[src/design/mfs_pkg.sv]
`timescale 1ns / 1ps
// Shared types and constants for the max-frequency stack.
// No dependencies; mfs_ctrl, mfs_dp and max_frequency_stack_top import this package.
package mfs_pkg;

  localparam int VALUE_BITS          = 30;
  localparam int STACK_DEPTH_DEF     = 1024;
  localparam int DISTINCT_VALUES_DEF = 256;

  localparam logic KIND_PUSH = 1'b0;
  localparam logic KIND_POP  = 1'b1;

  localparam logic [1:0] ST_OK    = 2'd0;
  localparam logic [1:0] ST_EMPTY = 2'd1;
  localparam logic [1:0] ST_FULL  = 2'd2;

  typedef struct packed {
    logic                  kind;
    logic [VALUE_BITS-1:0] value;
  } in_word_t;

  typedef struct packed {
    logic [VALUE_BITS-1:0] popped_value;
    logic [1:0]            status;
  } out_word_t;

  // controller -> datapath
  typedef struct packed {
    logic       latch;
    logic       scan_start;
    logic       scan;
    logic       resolve;
    logic       p_head;
    logic       p_slot;
    logic       p_upd;
    logic       p_cnt;
    logic       u_lvl;
    logic       u_link;
    logic       resp;
    logic [1:0] resp_status;
  } mfs_cmd_t;

  // datapath -> controller
  typedef struct packed {
    logic empty;
    logic full;
    logic scan_done;
    logic entry_ok;
    logic out_busy;
  } mfs_stat_t;

endpackage

[src/design/mfs_ctrl.sv]
`timescale 1ns / 1ps
// Sequencer for push and pop words of the max-frequency stack.
// Depends on mfs_pkg; drives mfs_dp through mfs_cmd_t.
module mfs_ctrl (
  input  logic              clk,
  input  logic              rst_n,
  input  logic              in_valid,
  input  logic              in_kind,
  output logic              in_stall,
  input  mfs_pkg::mfs_stat_t stat,
  output mfs_pkg::mfs_cmd_t  cmd
);
  import mfs_pkg::*;

  typedef enum logic [3:0] {
    S_IDLE, S_SCAN, S_RESOLVE, S_U_LVL, S_U_LINK,
    S_P_HEAD, S_P_SLOT, S_P_UPD, S_P_CNT, S_RESP
  } state_t;

  state_t     state_r, state_nxt;
  logic       kind_r, kind_nxt;
  logic [1:0] status_r, status_nxt;

  always_comb begin
    state_nxt  = state_r;
    kind_nxt   = kind_r;
    status_nxt = status_r;
    cmd        = '0;
    cmd.resp_status = status_r;
    unique case (state_r)
      S_IDLE: begin
        if (in_valid) begin
          cmd.latch = 1'b1;
          kind_nxt  = in_kind;
          if (in_kind == KIND_POP) begin
            if (stat.empty) begin
              status_nxt = ST_EMPTY;
              state_nxt  = S_RESP;
            end else begin
              state_nxt = S_P_HEAD;
            end
          end else if (stat.full) begin
            status_nxt = ST_FULL;
            state_nxt  = S_RESP;
          end else begin
            cmd.scan_start = 1'b1;
            state_nxt      = S_SCAN;
          end
        end
      end
      S_SCAN: begin
        cmd.scan = 1'b1;
        if (stat.scan_done) begin
          state_nxt = (kind_r == KIND_POP) ? S_P_CNT : S_RESOLVE;
        end
      end
      S_RESOLVE: begin
        cmd.resolve = 1'b1;
        if (stat.entry_ok) begin
          state_nxt = S_U_LVL;
        end else begin
          status_nxt = ST_FULL;
          state_nxt  = S_RESP;
        end
      end
      S_U_LVL: begin
        cmd.u_lvl = 1'b1;
        state_nxt = S_U_LINK;
      end
      S_U_LINK: begin
        cmd.u_link = 1'b1;
        status_nxt = ST_OK;
        state_nxt  = S_RESP;
      end
      S_P_HEAD: begin
        cmd.p_head = 1'b1;
        state_nxt  = S_P_SLOT;
      end
      S_P_SLOT: begin
        cmd.p_slot = 1'b1;
        state_nxt  = S_P_UPD;
      end
      S_P_UPD: begin
        cmd.p_upd      = 1'b1;
        cmd.scan_start = 1'b1;
        state_nxt      = S_SCAN;
      end
      S_P_CNT: begin
        cmd.p_cnt  = 1'b1;
        status_nxt = ST_OK;
        state_nxt  = S_RESP;
      end
      S_RESP: begin
        cmd.resp = 1'b1;
        if (!stat.out_busy) begin
          state_nxt = S_IDLE;
        end
      end
      default: state_nxt = S_IDLE;
    endcase
  end

  assign in_stall = (state_r != S_IDLE);

  always_ff @(posedge clk) begin
    if (!rst_n) begin
      state_r  <= S_IDLE;
      kind_r   <= KIND_PUSH;
      status_r <= ST_OK;
    end else begin
      state_r  <= state_nxt;
      kind_r   <= kind_nxt;
      status_r <= status_nxt;
    end
  end

endmodule

[config.mk]
export PLATFORM = sky130hd
export DESIGN_NAME = mfs_ctrl
export DESIGN_NICKNAME = d
export VERILOG_FILES = /design/src/design/mfs_pkg.sv /design/src/design/mfs_ctrl.sv
export SDC_FILE = /design/constraint.sdc
export NUM_CORES = 1
export LEC_CHECK = 0
export ABC_AREA = 1
export BUFFER_PORTS_ARGS = -buffer_cell sky130_fd_sc_hd__clkbuf_2
export CORE_AREA = 3 3 51 53
export CTS_BUF_LIST = sky130_fd_sc_hd__clkbuf_16
export DETAILED_ROUTE_END_ITERATION = 6
export DIE_AREA = 0 0 54 56
export GPL_TIMING_DRIVEN = 0
export SKIP_CTS_REPAIR_TIMING = 1
export SYNTH_ARGS = -nofsm -noshare
export SYNTH_HDL_FRONTEND = slang
export SYNTH_SLANG_ARGS = --single-unit
export TNS_END_PERCENT = 30
[constraint.sdc]
create_clock -name clk -period 1.3 [get_ports clk]
set_input_delay 0.26 -clock clk [delete_from_list [all_inputs] [get_ports clk]]
set_output_delay 0.26 -clock clk [all_outputs]
set_load 0.02 [all_outputs]
==> results.py, run 1 <==
metrics = {
    "global_routing": {
        "grt_max_degree": 9,
        "overflow": 0,
        "antenna_found_initial": 0,
        "track_usage_pct": 10.77,
        "grt_pass1_wl_mm": 2.470,
        "grt_pass1_vias": 621,
    },
    "placement": {
        "dpl_cell_area_um2": 690.7,
        "place_ws_ps": -146.3,
        "io_buffers": 22,
        "dpl.hpwl_mm": 1.199,
        "dp.cells": 149,
        "gp_congestion": 0.8494,
    },
    "outcome": {
        "violations": "setup timing",
        "status": "finished with violations",
    },
    "sta": {
        "hold_viol": 0,
        "post-route-period-util_pct": 114.6,
        "fmax_mhz": 671.2,
        "period_needed_ps": 1490,
        "finalSetupViolations": 15,
        "finalMaxSlewViolations": 0,
        "tightest_slew_ps": 221.9,
        "maxSlewHeadroom_pct": 85.13,
        "fin_skew_ps": 0.3004,
        "rsz0062_at_grt": "yes",
        "setup_ws_ps": -189.9,
    },
    "routing": {
        "firstDrtPassIters": 4,
        "via_per_inst": 4.244,
        "vias": 696,
        "drc": 0,
        "wire_per_inst_um": 11.07,
        "antenna_left": 0,
        "drt-initial-drc-count": 15,
        "wl_mm": 1.815,
    },
    "run": {
        "cap_violations": 0,
    },
    "die": {
        "fp.dieH_um": 56,
        "io_pins": 23,
        "dieArea_mm2": 0.003024,
        "num_rows": 17,
        "die_w_um": 54,
        "coreArea_mm2": 0.002191,
        "initial_core_util_pct": 24.44,
    },
    "critical_path": {
        "required_ps": 1040,
        "endpoint_kind": "output pin",
        "path_delay_family": "flip-flops",
        "timing.rr.end": "status_r[1]$_SDFFE_PN0P_",
        "worstPathCellList": "nor2_4 > nand3_2 > o22ai_2 > buf_6",
        "worst_path_max_delay_cell": "dfxtp_4",
        "slowest_delay_ps": 360,
        "r2r_slack_ps": -40,
        "rr_startpoint": "state_r[1]$_SDFFE_PN0P_",
        "cp-start-kind": "register",
        "crit_type": "register to output pin",
        "path_buf_inv": 1,
        "worst-endpoint-arrival_ps": 1230,
        "reg2reg_depth": 8,
        "crit_fanout": 6,
    },
    "yosys": {
        "yosysWarnings": 0,
        "seq_area_frac_synth_pct": 26.17,
        "synth_most_common_cell": "nand2_1",
        "synth_cells": 99,
        "synth_top_cell_by_area": "dfxtp_1",
        "synth_area_per_cell_um2": 5.409,
        "ys.flop_type": "dfxtp_1",
        "async_reset_ff_share_pct": 0,
        "synth_fp_nets": 108,
        "synth_area_leaders": "dfxtp_1 (26%), nand2_1 (18%), nor2_1 (15%)",
        "synth_cell_type_count": 16,
        "synth-seq-cells": 7,
        "synthTopCellsByCount": "nand2_1 (25), nor2_1 (22), inv_1 (18)",
        "synth_edf_count": 0,
        "synth_top_area_share_pct": 26.17,
        "synth.cell_area_um2": 535.5,
    },
    "clock_tree": {
        "cts_num_sinks": 7,
        "clkTransAtPathRegs_ps": 40,
        "numCtsBuffers": 3,
        "htreeDepth": 1,
        "clockBufferDepth": 2,
        "worstSkewPairLatency_ps": 230,
        "root_buffer": "clkbuf_16",
        "cts_tree": "built",
    },
    "layout": {
        "stdcell_area_um2": 953.4,
        "final_nets": 146,
        "final_layout_size_suffix_gt1_share_pct": 46.32,
        "final_cells": 164,
        "n_antenna_cell": 0,
        "area_growth_pct": 78.04,
    },
    "worst_hold_path": {
        "hp-start": "stat[0]",
        "hold_path_class": "input port to register",
        "worstHoldPathCells": 3,
        "min_to": "state_r[3]$_SDFFE_PN0P_",
    },
    "power_and_ir_drop": {
        "peakVddDrop_uv": 888.2,
        "leakage_nw": 0.5397,
        "power_per_cell_area_mw_per_mm2": 2629,
    },
}
-- final cells by class --
cell class / count / area [um^2]
clock buffer: 3 / 75.07
clock inverter: 1 / 3.754
fill: 243 / 1237
inverter: 19 / 73.82
multi-input combinational: 73 / 390.4
sequential: 7 / 155.1
tap: 28 / 35.03
timing repair buffer: 33 / 220.2
-- cell usage in the layout, fill, tap and decap left out --
master	Yosys	routed
nor2_1	22	18
nand2_2	2	4
buf_6	0	4
nor3_2	0	1
nand2_1	25	21
clkbuf_16	0	3
nand2_4	0	2
buf_2	0	1
dfxtp_1	7	3
nor2_2	3	4
nand3_1	8	6
o22ai_2	0	1
dfxtp_4	0	4
buf_4	0	12
a21oi_1	4	4
inv_1	18	16
o21ai_0	3	3
nand3_2	0	2
inv_2	1	3
nand4_1	1	1
nor2_4	1	4
and3_2	1	1
inv_4	0	1
clkbuf_2	0	16
o21ai_1	1	1
-- where the power goes --
part           internal [mW]  total [mW]  switching [mW]  leakage (nW)
clock                  0.400       0.517           0.117        0.0423
sequential             0.325       0.433           0.108        0.0604
combinational          0.621        1.56           0.935         0.437
-- routing by layer --
metal	share of wire (%)	wire, um	GRT usage [%]	vias to the layer above
li1	-	-	-	376
met1	44	805	13.32	301
met2	51	924	16.61	19
met3	4.7	86	4.021	0
met4	0	0	3.915	0
met5	0	0	0	-
-- stage by stage --
stage	power [mW]	hold slack [ps]	TNS [ps]	utilization, %
floorplan	1.239	380.4	0	-
global placement	1.522	459.0	-138.7	31.52
detailed placement	1.532	455.9	-236.6	31.52
CTS	2.052	303.5	-2428	35.12
global route	2.675	305.9	-2355	43.52
finish	2.506	298.3	-1341	43.52
-- worst register-to-register path: stages (launching register included) --
cell,delay (ps)
dfxtp_4,360
nor2_4,200
buf_4,150
buf_4,100
nand3_2,90
nand3_1,140
nor2_4,60
nor2_1,80
nor2_1,50
-- worst max path at each step --
stage	cells past startpoint	end	slack (ps)	startpoint
floorplan	3	cmd[11]	8	state_r[0]$_SDFFE_PN0P_
global placement	4	cmd[11]	-110	state_r[0]$_SDFFE_PN0P_
detailed placement	4	cmd[11]	-150	state_r[0]$_SDFFE_PN0P_
CTS	4	cmd[11]	-390	state_r[0]$_SDFFE_PN0P_
global route	4	cmd[11]	-260	state_r[3]$_SDFFE_PN0P_
finish	4	cmd[11]	-190	state_r[1]$_SDFFE_PN0P_
-- flip-flops by register name (all words and copies together) (netlist names) --
register,flops
kind_r,1
status_r,2
state_r,4
-- cells by family (layout without fill, tap and decap cells) --
family / Yosys count / count (layout) / share of synthesized area (%)
AND/OR/NAND/NOR: 64 / 64 / 51.87
buffers and inverters: 19 / 56 / 13.32
AO/OA/AOI/OAI: 9 / 9 / 8.644
flip-flops: 7 / 7 / 26.17
(Power assumes the default switching activity.)
==> run 2, diff against run 1 <==
ABC_AREA = 0   (was 1)
CORE_AREA = 3 3 55 57   (was 3 3 51 53)
DIE_AREA = 0 0 58 60   (was 0 0 54 56)
PLACE_DENSITY = 0.51   (was default)
==> run 2 against run 1 <==
The run still ends with setup timing left. Setup slack got worse by 68 ps. Sequential share of layout area down 4.4 points. First-iteration DRC count is 53% higher.
==> results.py, run 2 <==
metrics = {
    "outcome": {
        "status": "finished with violations",
        "violations": "setup timing",
    },
    "clock_tree": {
        "worstSkewPairLatency_ps": 230,
        "clockBufferDepth": 2,
        "root_buffer": "clkbuf_16",
        "cts_tree": "built",
        "htreeDepth": 1,
        "numCtsBuffers": 3,
        "clkTransAtPathRegs_ps": 40,
        "cts_num_sinks": 7,
    },
    "die": {
        "io_pins": 23,
        "fp.dieH_um": 60,
        "coreArea_mm2": 0.002522,
        "dieArea_mm2": 0.003480,
        "die_w_um": 58,
        "initial_core_util_pct": 25.64,
        "num_rows": 18,
    },
    "global_routing": {
        "grt_max_degree": 11,
        "top_usage_layer": "met2",
        "antenna_found_initial": 0,
        "track_usage_pct": 11.49,
        "met1_usage_pct": 14.10,
        "grt_use_met2_pct": 18.55,
        "met3_usage_pct": 4.968,
        "grt_pass1_wl_mm": 3.063,
        "grt_pass1_vias": 615,
        "overflow": 0,
    },
    "yosys": {
        "synth_cells": 84,
        "synth.cell_area_um2": 646.9,
        "synth_cell_type_count": 36,
        "synth_most_common_cell": "nor2_1",
        "synthTopCellsByCount": "nor2_1 (10), dfxtp_1 (7), nor3_1 (7)",
        "synth_edf_count": 0,
        "synth_fp_nets": 93,
        "synth-seq-cells": 7,
        "seq_area_frac_synth_pct": 21.66,
        "ys.flop_type": "dfxtp_1",
        "async_reset_ff_share_pct": 0,
        "synth_area_leaders": "dfxtp_1 (22%), nor2_1 (5.8%), nor3_1 (5.4%)",
        "yosysWarnings": 0,
        "synth_top_cell_by_area": "dfxtp_1",
        "synth_top_area_share_pct": 21.66,
        "synth_area_per_cell_um2": 7.701,
    },
    "routing": {
        "firstDrtPassIters": 4,
        "wire_per_inst_um": 14.31,
        "vias": 747,
        "drc": 0,
        "via_per_inst": 4.882,
        "drt-initial-drc-count": 23,
        "wl_mm": 2.189,
        "antenna_left": 0,
    },
    "placement": {
        "gp_congestion": 0.8578,
        "io_buffers": 21,
        "place_ws_ps": -375.5,
        "dp.cells": 135,
        "dpl.hpwl_mm": 1.428,
    },
    "critical_path": {
        "crit_fanout": 10,
        "path_buf_inv": 2,
        "worst_path_max_delay_cell": "dfxtp_2",
        "crit_type": "register to output pin",
        "worstPathCellList": "buf_8 > nor2_4 > nand3_4 > o32ai_4 > buf_6",
        "endpoint_kind": "output pin",
        "required_ps": 1040,
        "worst-endpoint-arrival_ps": 1300,
        "cp-start-kind": "register",
        "path_delay_family": "flip-flops",
        "slowest_delay_ps": 340,
    },
    "power_and_ir_drop": {
        "peakVddDrop_uv": 1215,
        "p_switching_mw": 0.8335,
        "power_per_cell_area_mw_per_mm2": 1782,
        "intPower_mw": 1.353,
        "leakage_nw": 0.5288,
        "comb_power_share_pct": 61.7,
        "p_sw_share_pct": 38.12,
        "seq_power_share_pct": 14.2,
        "power.total_mw": 2.187,
        "clockPowerShare_pct": 24.0,
    },
    "sta": {
        "period_needed_ps": 1558,
        "post-route-period-util_pct": 119.8,
        "finalMaxSlewViolations": 0,
        "setup_ws_ps": -257.7,
        "finalSetupViolations": 18,
        "hold_viol": 0,
        "fmax_mhz": 642.0,
        "tightest_slew_ps": 385.9,
        "tns_ps": -2749,
        "maxSlewHeadroom_pct": 74.12,
        "rsz0062_at_grt": "yes",
        "fin_skew_ps": 3.066,
    },
    "layout": {
        "mostFrequentLayoutCells": "buf_4 (17), buf_6 (11), clkbuf_2 (8)",
        "area_growth_pct": 89.75,
        "final_layout_size_suffix_gt1_share_pct": 60.98,
        "top_register": "state_r",
        "final_cells": 153,
        "fillers": 230,
        "final_nets": 133,
        "n_antenna_cell": 0,
        "largest_reg_flops": 4,
        "final_common_cell": "buf_4",
        "largestRegisters": "state_r x4, status_r x2, kind_r x1",
    },
    "run": {
        "cap_violations": 0,
    },
    "worst_hold_path": {
        "hold_path_class": "input port to register",
    },
}
[run 2: changes by cell type after synthesis, moves of 4 or more]
cell / previous run / this run
nand2b_1: 0 / 4
nor2_1: 22 / 10
nand3_1: 8 / 2
inv_1: 18 / 1
nand2_1: 25 / 6
nor3_1: 1 / 7
[run 2: worst reg2reg max path, stage by stage, from the launching register on]
cell,delay [ps]
dfxtp_2,320
buf_2,140
or4b_2,680
a221oi_2,230
[run 2: final timing paths]
path                                                from                       end  slack, ps  cells past startpoint
worst min-delay path                             stat[0]   state_r[3]$_SDFFE_PN0P_        310                      3
worst min register to register  status_r[1]$_SDFFE_PN0P_  status_r[1]$_SDFFE_PN0P_        450                      2
worst max-delay path             state_r[1]$_SDFFE_PN0P_                   cmd[11]       -260                      5
worst max register to register   state_r[0]$_SDFFE_PN0P_   state_r[2]$_SDFFE_PN0P_       -150                      3
[run 2: per-stage QoR]
step	utilization, %	hold slack [ps]	area [um^2]
final	48.66	307.7	1227
after CTS	38.69	281.3	975.9
after global routing	48.66	317.7	1227
after global placement	35.57	444.5	897.1
after detailed placement	35.57	449.0	897.1
after floorplan	-	390.4	754.5
[run 2: power by group through the flow]
stage / logic (mW) / clock network [mW] / registers, mW
6_report: 1.35 / 0.526 / 0.311
5_1_grt: 1.44 / 0.551 / 0.318
4_1_cts: 0.971 / 0.536 / 0.294
3_5_place_dp: 0.966 / 0 / 0.297
3_3_place_gp: 0.971 / 0 / 0.296
2_1_floorplan: 0.735 / 0 / 0.316
[run 2: kinds of logic (layout without fill, tap and decap cells)]
| kind of cell | after synthesis | in the layout | synth area share, % |
|---|---|---|---|
| muxes | 4 | 4 | 6.963 |
| DFF | 7 | 7 | 21.66 |
| and+or+nand+nor | 40 | 40 | 33.85 |
| AOI/OAI and AO/OA | 22 | 22 | 23.79 |
| xor gates and xnor gates | 1 | 1 | 1.354 |
| buffers and inverters | 10 | 49 | 12.38 |
[run 2: metal layers]
metal	routed length, um	vias up
met4	0	0
met1	968	345
met5	0	-
met3	136	0
li1	-	384
met2	1085	18
[run 2: layout make-up]
type	count	area, um^2	area share, %
Multi-Input combinational cell	67	575.6	46.89
Timing Repair Buffer	35	265.3	21.61
Sequential cell	7	145.1	11.82
Buffer	9	121.4	9.888
Clock buffer	3	75.07	6.116
Tap cell	30	37.54	3.058
Clock inverter	1	3.754	0.3058
Inverter	1	3.754	0.3058
